$ cat config.mk
export PLATFORM = sky130hd
export DESIGN_NAME = emg_front
export DESIGN_NICKNAME = d
export VERILOG_FILES = /design/src/rtl/emg_pkg.sv /design/src/rtl/emg_front.sv
export SDC_FILE = /design/constraint.sdc
export NUM_CORES = 1
export LEC_CHECK = 0
export BUFFER_PORTS_ARGS = -buffer_cell sky130_fd_sc_hd__buf_2
export CAP_MARGIN = 20
export CORE_ASPECT_RATIO = 2
export CORE_MARGIN = 2
export CORE_UTILIZATION = 50
export DETAILED_ROUTE_END_ITERATION = 10
export PLACE_DENSITY = 0.76
export SLEW_MARGIN = 30
export SYNTH_ARGS = -nofsm -noshare
export SYNTH_HDL_FRONTEND = slang
export SYNTH_SLANG_ARGS = --single-unit
$ cat constraint.sdc
create_clock -name clk -period 2.8 [get_ports clk]
set_input_delay 0.56 -clock clk [delete_from_list [all_inputs] [get_ports clk]]
set_output_delay 0.56 -clock clk [all_outputs]
set_load 0.01 [all_outputs]
$ cat src/rtl/emg_pkg.sv
// Shared types, codes and constants of the easing motion generator.
package emg_pkg;

    localparam int FRAC_BITS = 16;

    // Divider quotient width: every quotient stays at or below 2^(FRAC_BITS+1).
    localparam int QW       = FRAC_BITS + 2;
    // Square root operand and steps.
    localparam int SQW      = QW + FRAC_BITS;
    localparam int SQ_STEPS = (SQW + 1) / 2;
    // Curve factor width (two-phase gain path peaks near 8 * 2^FRAC_BITS).
    localparam int FW       = FRAC_BITS + 6;
    // round(1.2 * 2^FRAC_BITS)
    localparam int K_ONE_POINT_TWO = (6 * (2 ** FRAC_BITS) + 2) / 5;
    localparam int GAIN_FRAC = 12;

    localparam logic [1:0] OP_TICK = 2'd0;
    localparam logic [1:0] OP_PLAY = 2'd1;
    localparam logic [1:0] OP_STOP = 2'd2;

    localparam logic [1:0] KIND_TICK = 2'd0;
    localparam logic [1:0] KIND_PLAY = 2'd1;
    localparam logic [1:0] KIND_STOP = 2'd2;
    localparam logic [1:0] KIND_NONE = 2'd3;

    localparam logic [1:0] MODE_LINEAR   = 2'd0;
    localparam logic [1:0] MODE_EASE_IN  = 2'd1;
    localparam logic [1:0] MODE_EASE_OUT = 2'd2;
    localparam logic [1:0] MODE_TWO_PH   = 2'd3;

    localparam logic [2:0] REG_START_X  = 3'd0;
    localparam logic [2:0] REG_START_Y  = 3'd1;
    localparam logic [2:0] REG_END_X    = 3'd2;
    localparam logic [2:0] REG_END_Y    = 3'd3;
    localparam logic [2:0] REG_DURATION = 3'd4;
    localparam logic [2:0] REG_CURVE    = 3'd5;
    localparam logic [2:0] REG_GAIN     = 3'd6;

    localparam logic [31:0] DURATION_RST = 32'd1000000;
    localparam logic [15:0] GAIN_RST     = 16'd4096;

    typedef struct packed {
        logic [1:0]  operation;
        logic [31:0] delta_us;
    } item_t;

    typedef struct packed {
        logic signed [31:0] pos_x;
        logic signed [31:0] pos_y;
        logic               playing;
        logic               finished;
    } result_t;

    typedef struct packed {
        logic [1:0]  kind;
        logic [31:0] delta_us;
    } cmd_t;

    typedef struct packed {
        logic signed [31:0] start_x;
        logic signed [31:0] start_y;
        logic signed [31:0] end_x;
        logic signed [31:0] end_y;
        logic [31:0]        duration_us;
        logic [1:0]         curve_mode;
        logic [15:0]        end_speed_gain;
    } cfg_t;

endpackage

$ cat src/rtl/emg_front.sv
// Front end: decodes input beats and queues them for the engine.
module emg_front (
    input  logic           clk,
    input  logic           rst_n,
    input  logic           push,
    output logic           full,
    input  emg_pkg::item_t item,
    output logic           cmd_valid,
    output emg_pkg::cmd_t  cmd,
    input  logic           cmd_take
);

    emg_pkg::cmd_t q_reg [2];
    logic          wr_ptr_reg;
    logic          rd_ptr_reg;
    logic [1:0]    count_reg;
    logic          do_push;
    logic          do_pop;
    emg_pkg::cmd_t dec;

    always_comb
    begin
        dec.delta_us = item.delta_us;
        unique case (item.operation)
            emg_pkg::OP_TICK: dec.kind = emg_pkg::KIND_TICK;
            emg_pkg::OP_PLAY: dec.kind = emg_pkg::KIND_PLAY;
            emg_pkg::OP_STOP: dec.kind = emg_pkg::KIND_STOP;
            default:          dec.kind = emg_pkg::KIND_NONE;
        endcase
    end

    assign full      = (count_reg == 2'd2);
    assign cmd_valid = (count_reg != 2'd0);
    assign cmd       = q_reg[rd_ptr_reg];
    assign do_push   = push & ~full;
    assign do_pop    = cmd_take & cmd_valid;

    always_ff @(posedge clk)
    begin
        if (do_push)
        begin
            q_reg[wr_ptr_reg] <= dec;
        end
    end

    always_ff @(posedge clk or negedge rst_n)
    begin
        if (!rst_n)
        begin
            wr_ptr_reg <= 1'b0;
            rd_ptr_reg <= 1'b0;
            count_reg  <= 2'd0;
        end
        else
        begin
            if (do_push)
            begin
                wr_ptr_reg <= ~wr_ptr_reg;
            end
            if (do_pop)
            begin
                rd_ptr_reg <= ~rd_ptr_reg;
            end
            count_reg <= count_reg + {1'b0, do_push} - {1'b0, do_pop};
        end
    end

endmodule

==> flow_summary.json <==
{
  "viasPerCell": 5.018,
  "row_count": 38,
  "routed_wl_um": 4456,
  "ys.flop_type": "edfxtp_1",
  "cpPeakStageDelay_ps": 620,
  "synth_cell_type_count": 16,
  "n_antenna_cell": 0,
  "yosysSeqAreaShare_pct": 76.81,
  "dp_slack_ps": 827.7,
  "async_reset_ff_share_pct": 5.556,
  "ir_drop_v": 0.0009691,
  "grt_overflow": 0,
  "yosysMostFrequentCell": "edfxtp_1",
  "firstDrtPassIters": 4,
  "grt_pass1_wl_um": 6955,
  "cp_data_required_time_ps": 2240,
  "period_minus_slack_ps": 2310,
  "num_io_pins": 74,
  "hold_viol_final": 0,
  "synthTopCellsByCount": "68 x edfxtp_1, 29 x mux2_4, 5 x mux2_2",
  "crit_fanout": 15,
  "track_usage_pct": 15.42,
  "fin_skew_ps": 7.370,
  "worst_slack_ps": 490.3,
  "setup_tns_ps": 0,
  "synth_edf_count": 68,
  "fp.dieW_um": 56.81,
  "drv_cap": 0,
  "status": "finished, final reports clean",
  "nets": 248,
  "max_freq_ghz": 0.4330,
  "worstSetupEndpointType": "primary output",
  "post_cts_buffers": 0,
  "h-tree-depth": 3,
  "vias": 1370,
  "dieHeight_um": 109.6,
  "die-area_mm2": 0.006228,
  "p_per_area_mw_per_mm2": 1001,
  "largest_reg_flops": 68,
  "worstSkewPairLatency_ps": 320,
  "drt_iter0_markers": 32,
  "cts_tree": "yes",
  "n_fill_cell": 425,
  "cts_buffers": 9,
  "startpoint_type": "flop",
  "cts_hold_buf": 0,
  "cts_resized": 0,
  "synth_area_leaders": "edfxtp_1 73%, mux2_4 16%, dfrtp_1 3.6%",
  "start_util_pct": 51.45,
  "grt_pass1_vias": 1462,
  "cp_cell_sequence": "buf_4, mux2_4, buf_2",
  "grt_max_degree": 35,
  "worst_slew_pin_slew_ps": 459.1,
  "dr_wl_met3_um": 232,
  "synthCells": 126,
  "wl_per_cell_um": 16.32,
  "rsz0062_at_grt": "no",
  "dr_wl_met2_um": 2545,
  "io_buffers": 73,
  "seq_area_mm2": 0.002143,
  "syn_area_mm2": 0.002789,
  "synth_top_area_share_pct": 73.22,
  "slew_viol_final": 0,
  "syn_area_per_cell_um2": 22.13,
  "gp_congestion": 0.7230,
  "hp-class": "input pin to asynchronous set/reset pin",
  "drc": 0,
  "clkSinkCount": 72,
  "highest_layer": "met4",
  "clock_path_buffers": 2,
  "dpl.hpwl_um": 3266,
  "synth_seq_cells": 72,
  "area_delta_synth_final_pct": 20.82,
  "synth_fp_nets": 166,
  "cp.arrival_ps": 1750,
  "multiInputGateArea_um2": 594.3,
  "finalSetupViolations": 0,
  "fin_crit_sh_pct": 82.49,
  "root_buffer": "clkbuf_8",
  "core_area_mm2": 0.005420,
  "cp_slowest_cell": "dfrtp_2",
  "drive_gt1_share_pct": 59.15,
  "yosysTopAreaCell": "edfxtp_1",
  "power.leakage_uw": 0.001383,
  "detail-route-antenna-nets": 0,
  "yosys_warnings": 0,
  "slew_headroom_pct": 69.39,
  "antenna_found_initial": 0,
  "routedLengthMet1_um": 1626,
  "crit_type": "flop to primary output",
  "clkTransAtPathRegs_ps": 70
}
through the flow:
stage	power [uW]	util, %	hold slack [ps]	instance area, um^2	std cells
2_1_floorplan	2433	-	264.4	2789	126
3_3_place_gp	2738	59.33	373.2	3216	257
3_5_place_dp	2795	59.33	376.1	3216	257
4_1_cts	3428	62.17	14.57	3369	273
5_1_grt	3559	62.17	23.05	3369	273
6_report	3374	62.17	40.19	3369	273
final timing paths:
path / from / to / cells past startpoint / slack (ps)
max reg2reg: count_reg[0]$_DFF_PN0_ / q_reg[0][7]$_DFFE_PP_ / 4 / 1040
max in group asynchronous: rst_n / rd_ptr_reg$_DFFE_PN0P_ / 1 / 2600
min reg2reg: count_reg[1]$_DFF_PN0_ / count_reg[1]$_DFF_PN0_ / 1 / 510
min in group clk: item[13] / q_reg[0][13]$_DFFE_PP_ / 1 / 420
min: rst_n / count_reg[1]$_DFF_PN0_ / 1 / 40
max: rd_ptr_reg$_DFFE_PN0P_ / cmd[30] / 3 / 490
cell families after synthesis:
family | share of synthesized area, %
and+or+nand+nor | 1.256
buffers and inverters | 2.154
xor gates and xnor gates | 1.256
adders and majority gates | 0.8971
muxes | 17.63
DFF | 76.81
critical path, delay by kind of cell (launching register included):
kind                   cells  cell delay (ps)
buffers and inverters      2              470
flip-flops                 1              620
multiplexers               1              330
metal layers:
metal  track usage [%]  up-vias
met1             16.86      668
met5                 0        -
met2             26.99       50
met4             7.475        0
li1                  -      648
met3             4.588        4
where the power goes:
group / switching [uW] / total (uW) / internal [uW]
Sequential: 125 / 1600 / 1480
Combinational: 539 / 1150 / 607
Clock: 316 / 623 / 307
layout by cell type (no fill, tap or decap):
cell type / synthesis / final
and2_4: 1 / 1
and3_1: 1 / 1
buf_2: 0 / 73
buf_4: 0 / 4
clkbuf_1: 2 / 1
clkbuf_8: 0 / 9
clkinv_1: 0 / 3
clkinv_2: 0 / 3
dfrtp_1: 4 / 3
dfrtp_2: 0 / 1
edfxtp_1: 68 / 68
ha_1: 2 / 2
inv_1: 2 / 2
mux2_2: 5 / 5
mux2_4: 29 / 29
nand2_1: 1 / 1
nand2b_1: 1 / 1
nor2_4: 0 / 1
or2_1: 1 / 1
xnor2_1: 3 / 3
xor2_1: 1 / 1
cell type report:
type	count	share of cell area (%)
clock buffer	10	3.788
clock inverter	6	0.7798
inverter	2	0.2228
multi-input combinational	46	17.64
sequential	72	63.61
tap	60	2.228
timing repair buffer	77	11.73
No activity file was read; power rests on OpenSTA's default activity.
