### src/rtl/emg_pkg.sv
// Shared types, codes and constants of the easing motion generator.
package emg_pkg;

    localparam int FRAC_BITS = 16;

    // Divider quotient width: every quotient stays at or below 2^(FRAC_BITS+1).
    localparam int QW       = FRAC_BITS + 2;
    // Square root operand and steps.
    localparam int SQW      = QW + FRAC_BITS;
    localparam int SQ_STEPS = (SQW + 1) / 2;
    // Curve factor width (two-phase gain path peaks near 8 * 2^FRAC_BITS).
    localparam int FW       = FRAC_BITS + 6;
    // round(1.2 * 2^FRAC_BITS)
    localparam int K_ONE_POINT_TWO = (6 * (2 ** FRAC_BITS) + 2) / 5;
    localparam int GAIN_FRAC = 12;

    localparam logic [1:0] OP_TICK = 2'd0;
    localparam logic [1:0] OP_PLAY = 2'd1;
    localparam logic [1:0] OP_STOP = 2'd2;

    localparam logic [1:0] KIND_TICK = 2'd0;
    localparam logic [1:0] KIND_PLAY = 2'd1;
    localparam logic [1:0] KIND_STOP = 2'd2;
    localparam logic [1:0] KIND_NONE = 2'd3;

    localparam logic [1:0] MODE_LINEAR   = 2'd0;
    localparam logic [1:0] MODE_EASE_IN  = 2'd1;
    localparam logic [1:0] MODE_EASE_OUT = 2'd2;
    localparam logic [1:0] MODE_TWO_PH   = 2'd3;

    localparam logic [2:0] REG_START_X  = 3'd0;
    localparam logic [2:0] REG_START_Y  = 3'd1;
    localparam logic [2:0] REG_END_X    = 3'd2;
    localparam logic [2:0] REG_END_Y    = 3'd3;
    localparam logic [2:0] REG_DURATION = 3'd4;
    localparam logic [2:0] REG_CURVE    = 3'd5;
    localparam logic [2:0] REG_GAIN     = 3'd6;

    localparam logic [31:0] DURATION_RST = 32'd1000000;
    localparam logic [15:0] GAIN_RST     = 16'd4096;

    typedef struct packed {
        logic [1:0]  operation;
        logic [31:0] delta_us;
    } item_t;

    typedef struct packed {
        logic signed [31:0] pos_x;
        logic signed [31:0] pos_y;
        logic               playing;
        logic               finished;
    } result_t;

    typedef struct packed {
        logic [1:0]  kind;
        logic [31:0] delta_us;
    } cmd_t;

    typedef struct packed {
        logic signed [31:0] start_x;
        logic signed [31:0] start_y;
        logic signed [31:0] end_x;
        logic signed [31:0] end_y;
        logic [31:0]        duration_us;
        logic [1:0]         curve_mode;
        logic [15:0]        end_speed_gain;
    } cfg_t;

endpackage

### src/rtl/emg_regs.sv
// APB-style configuration register file.
module emg_regs (
    input  logic               clk,
    input  logic               rst_n,
    input  logic               psel,
    input  logic               penable,
    input  logic               pwrite,
    input  logic [4:0]         paddr,
    input  logic [31:0]        pwdata,
    output logic [31:0]        prdata,
    output logic               pready,
    output emg_pkg::cfg_t      cfg
);

    emg_pkg::cfg_t cfg_reg;
    logic          wr_en;
    logic [2:0]    idx;

    assign pready = 1'b1;
    assign wr_en  = psel & penable & pwrite;
    assign idx    = paddr[4:2];
    assign cfg    = cfg_reg;

    always_ff @(posedge clk or negedge rst_n)
    begin
        if (!rst_n)
        begin
            cfg_reg.start_x        <= '0;
            cfg_reg.start_y        <= '0;
            cfg_reg.end_x          <= '0;
            cfg_reg.end_y          <= '0;
            cfg_reg.duration_us    <= emg_pkg::DURATION_RST;
            cfg_reg.curve_mode     <= emg_pkg::MODE_LINEAR;
            cfg_reg.end_speed_gain <= emg_pkg::GAIN_RST;
        end
        else if (wr_en)
        begin
            unique case (idx)
                emg_pkg::REG_START_X:  cfg_reg.start_x        <= pwdata;
                emg_pkg::REG_START_Y:  cfg_reg.start_y        <= pwdata;
                emg_pkg::REG_END_X:    cfg_reg.end_x          <= pwdata;
                emg_pkg::REG_END_Y:    cfg_reg.end_y          <= pwdata;
                emg_pkg::REG_DURATION: cfg_reg.duration_us    <= pwdata;
                emg_pkg::REG_CURVE:    cfg_reg.curve_mode     <= pwdata[1:0];
                emg_pkg::REG_GAIN:     cfg_reg.end_speed_gain <= pwdata[15:0];
                default: ;
            endcase
        end
    end

    always_comb
    begin
        unique case (idx)
            emg_pkg::REG_START_X:  prdata = cfg_reg.start_x;
            emg_pkg::REG_START_Y:  prdata = cfg_reg.start_y;
            emg_pkg::REG_END_X:    prdata = cfg_reg.end_x;
            emg_pkg::REG_END_Y:    prdata = cfg_reg.end_y;
            emg_pkg::REG_DURATION: prdata = cfg_reg.duration_us;
            emg_pkg::REG_CURVE:    prdata = {30'd0, cfg_reg.curve_mode};
            emg_pkg::REG_GAIN:     prdata = {16'd0, cfg_reg.end_speed_gain};
            default:               prdata = '0;
        endcase
    end

endmodule

### config.mk
export PLATFORM = sky130hd
export DESIGN_NAME = emg_regs
export DESIGN_NICKNAME = d
export VERILOG_FILES = /design/src/rtl/emg_pkg.sv /design/src/rtl/emg_regs.sv
export SDC_FILE = /design/constraint.sdc
export NUM_CORES = 1
export LEC_CHECK = 0
export BUFFER_PORTS_ARGS = -buffer_cell sky130_fd_sc_hd__buf_2
export CORE_MARGIN = 2
export CORE_UTILIZATION = 31
export DETAILED_ROUTE_END_ITERATION = 8
export GPL_TIMING_DRIVEN = 0
export HOLD_SLACK_MARGIN = 0.05
export PLACE_DENSITY_LB_ADDON = 0.05
export SLEW_MARGIN = 20
export SYNTH_ARGS = -nofsm -noshare
export SYNTH_HDL_FRONTEND = slang
export SYNTH_SLANG_ARGS = --single-unit
### constraint.sdc
create_clock -name clk -period 1.6 [get_ports clk]
set_input_delay 0.16 -clock clk [delete_from_list [all_inputs] [get_ports clk]]
set_output_delay 0.16 -clock clk [all_outputs]
set_load 0.03 [all_outputs]
==> run_results.csv <==
group,metric,value,unit
clock_network,tritoncts,"built",
power_and_ir_drop,power_switching,6.15,mW
power_and_ir_drop,switching_share,0.379,
routing,via_count,6253,
floorplanning,floorplan.die_area,27600,um^2
timing,min_period_over_period,1.07,
worst_setup_path,crit_path_max_incr_delay,0.39,ns
global_route,first_global_vias,6686,
synthesis,synthCells,564,
worst_setup_path,timing.critical_path.from_type,"register",
clock_network,root_buffer_cell,"clkbuf_16",
place,place_ws,-0.785,ns
synthesis,yosys.area_share.xor_xnor,0,
floorplanning,core,25900,um^2
global_route,antenna_violations_before_repair,0,
clock_network,clock_tree.htree_level_count,4,
power_and_ir_drop,peakVddDrop,0.000639,V
min_path,min_path_type,"in2reg",
clock_network,clock_sink_count,178,
synthesis,share_of_synthesized_cell_area_in_full_adder_half_adder_and_majority_cells,0,
cells_and_area,post-route-cell-area,11600,um^2
floorplanning,fp.dieH,166,um
synthesis,post_synth_mux_area_share,0.336,
cells_and_area,final_core_utilization,0.449,
timing,worstMarginPinSlew,0.697,ns
worst_setup_path,worstPathArrival,1.55,ns
synthesis,postSynthRegisterBits,178,
place,dpl-instance-area,9840,um^2
synthesis,synth_enable_flop_cells,0,
timing,period_needed,1.71,ns
floorplanning,initial_utilization,0.314,
synthesis,synth_top_family_by_area,"multiplexers",
routing,detail_route.drc_violations,0,
cells_and_area,drive_above_1_share,0.631,
routing,drt-total-wl,28500,um
synthesis,yosys.cell_types.count,27,
power_and_ir_drop,sequentialPowerShare,0.374,
power_and_ir_drop,p_int,10.1,mW
cells_and_area,areaGrowthSynthToFinish,42.9,%
synthesis,ys_seq_area_frac,0.548,
synthesis,synth_ff_type,"dfrtp_1",
power_and_ir_drop,power-per-cell-area,1400,nW/um^2
power_and_ir_drop,clock_power_share,0.261,
place,globalplace.congestion,0.779,
timing,final.setup_skew,0,ns
worst_setup_path,crit_path_top_delay_cell,"dfrtp_1",
floorplanning,site_row_count,59,
floorplanning,io_pins,253,
synthesis,compound_gate_fraction_of_synth_area,0.0624,
timing,setup_violations,11,
run,max_cap_viol_count,0,
cells_and_area,finalNetCount,961,
clock_network,cts_buffer_depth,2,
routing,detail_route.wl_per_cell,22.5,um
timing,finalHoldWorstSlack,0.0570,ns
worst_setup_path,timing.critical_path.fanout_max,2,
clock_network,tritoncts_buffer_count,17,
worst_setup_path,crit_chain,"mux2_4 -> a22oi_2 -> o221ai_2 -> buf_6",
synthesis,synth_simple_gate_area_frac,0.0220,
power_and_ir_drop,power.static_leakage,5.80,nW
cells_and_area,largest_register_ffs,178,
floorplanning,dieWidth,166,um
routing,final_antenna_net_count,0,
routing,drt-vias-per-instance,4.94,
outcome,run_status,"finished with violations",
place,port_buffers,248,
timing,timing_max_transition_violations_final,0,
worst_setup_path,critPathKind,"reg2out",
timing,hold_viol,0,
routing,drt_first_pass_iters,4,
cells_and_area,antenna_cells_inserted,0,
timing,finalWorstSetupSlack,-0.107,ns
timing,maxSlewHeadroom,0.536,
timing,grt_setup_unrepaired,"true",
global_route,total_congestion_overflow_after_global_routing,0,
timing,maximum_operating_frequency,586,MHz
worst_setup_path,type_of_destination_of_the_critical_path,"output port",
clock_network,clk_transition_reported_paths,0.07,ns
synthesis,syn-cell-area,8150,um^2
worst_setup_path,critical_path.top_delay_family,"flip-flops",
global_route,grt_max_degree,91,
routing,count_of_routing_violations_after_the_opening_detailed_route_iteration,279,
global_route,grt_pass1_wl,42400,um
worst_setup_path,worst_ep_required_time,1.44,ns
clock_network,insertion_delay,0.42,ns
synthesis,synthArstFlopShare,1.00,
power_and_ir_drop,power,16.2,mW
outcome,violations_in_the_final_reports,"setup timing",
synthesis,synth.avg_cell_area,14.4,um^2
global_route,grt_use_total,0.204,
power_and_ir_drop,comb_power_share,0.365,
synthesis,synthesis.nets,606,
place,dp_hpwl,19500,um
worst_setup_path,path_buf_inv,1,
synthesis,synth-warning-count,0,
[layout by cell type, fill, tap and decap left out, types with 2 or more instances in the layout]
cell type,n
dlygate4sd3_1,31
buf_8,5
mux2_2,147
o22ai_1,20
mux2i_2,5
nand2_2,5
nand2b_1,2
nor2_1,2
a2bb2oi_1,17
clkbuf_16,17
nor2_4,3
clkbuf_4,2
buf_4,98
o221ai_2,7
mux2i_1,49
clkinvlp_4,2
inv_6,3
o22ai_2,4
nand2_1,3
nor2_2,3
clkinv_4,4
buf_2,222
dfrtp_1,170
bufinv_16,2
a2bb2oi_2,7
a22oi_2,9
clkbuf_1,3
and2_1,2
buf_6,18
mux2_4,10
nor2b_1,2
mux2_1,38
dfstp_2,8
[Yosys cell counts, types with 4 or more instances]
library cell / n / area (um^2)
clkbuf_1: 7 / 26.3
mux2i_1: 54 / 541
o22ai_1: 24 / 150
dfstp_2: 8 / 210
dfrtp_1: 170 / 4250
buf_2: 12 / 60.1
a2bb2oi_1: 24 / 210
a22oi_1: 9 / 67.6
mux2_1: 38 / 428
buf_1: 4 / 15.0
o221ai_1: 8 / 70.1
mux2_2: 157 / 1770
nand2_1: 9 / 33.8
buf_4: 16 / 120
[layout make-up]
type	instances	area, um^2
Timing Repair Buffer	337	2140
Fill cell	2448	14300
Clock buffer	20	437
Sequential cell	178	4460
Buffer	41	352
Tap cell	335	419
Clock inverter	12	148
Multi-Input combinational cell	344	3680
[kinds of logic after synthesis]
group,count (synthesis)
mux,249
simple gates,28
buf+inv,42
compound gates,66
flops,178
other cells,1
[per-stage QoR]
step                      TNS, ns  std cells
final                      -0.594       1267
after global routing        -2.27       1267
after CTS                  -0.981       1247
after detailed placement   -38.88       1148
after global placement    -467.87       1147
after floorplan                 0        564
[timing repair]
item | 4_1_cts | 5_1_grt
buffers inserted | 37 | 20
hold buffers | 31 | 0
pin swaps | 18 | 13
setup endpoints to repair | 32 | 32
resized for setup | 97 | 44
hold endpoints to repair | 242 | 0
gates cloned | 0 | 0
[layer usage]
layer  vias to the layer above  share of wire  wire [um]  GRT usage
met5                         -              0          0          0
met4                         0         0.0095        271     0.0374
met3                        18          0.066       1880     0.0615
met2                       211           0.50      14300      0.358
met1                      3196           0.42      12000      0.251
li1                       2828              -          -          -
[power groups by stage]
stage	registers, mW	logic (mW)	clock network (mW)
6_report	6.07	5.93	4.24
3_5_place_dp	6.19	5.11	0
3_3_place_gp	6.12	5.06	0
5_1_grt	6.19	6.26	4.57
4_1_cts	6.06	5.72	4.36
2_1_floorplan	7.83	1.64	0
[final timing paths]
path | from | endpoint | slack (ns) | cells past startpoint
hold reg to reg | cfg[110] | cfg[110] | 0.51 | 1
setup reg to reg | cfg[173] | cfg[173] | 0.56 | 3
setup / recovery | cfg[19] | prdata[1] | -0.11 | 4
max in group asynchronous | rst_n | cfg[32] | 0.33 | 3
min in group asynchronous | rst_n | cfg[6] | 0.35 | 2
hold / removal | pwdata[0] | cfg[146] | 0.06 | 2
Power figures use the tool's default switching activity.
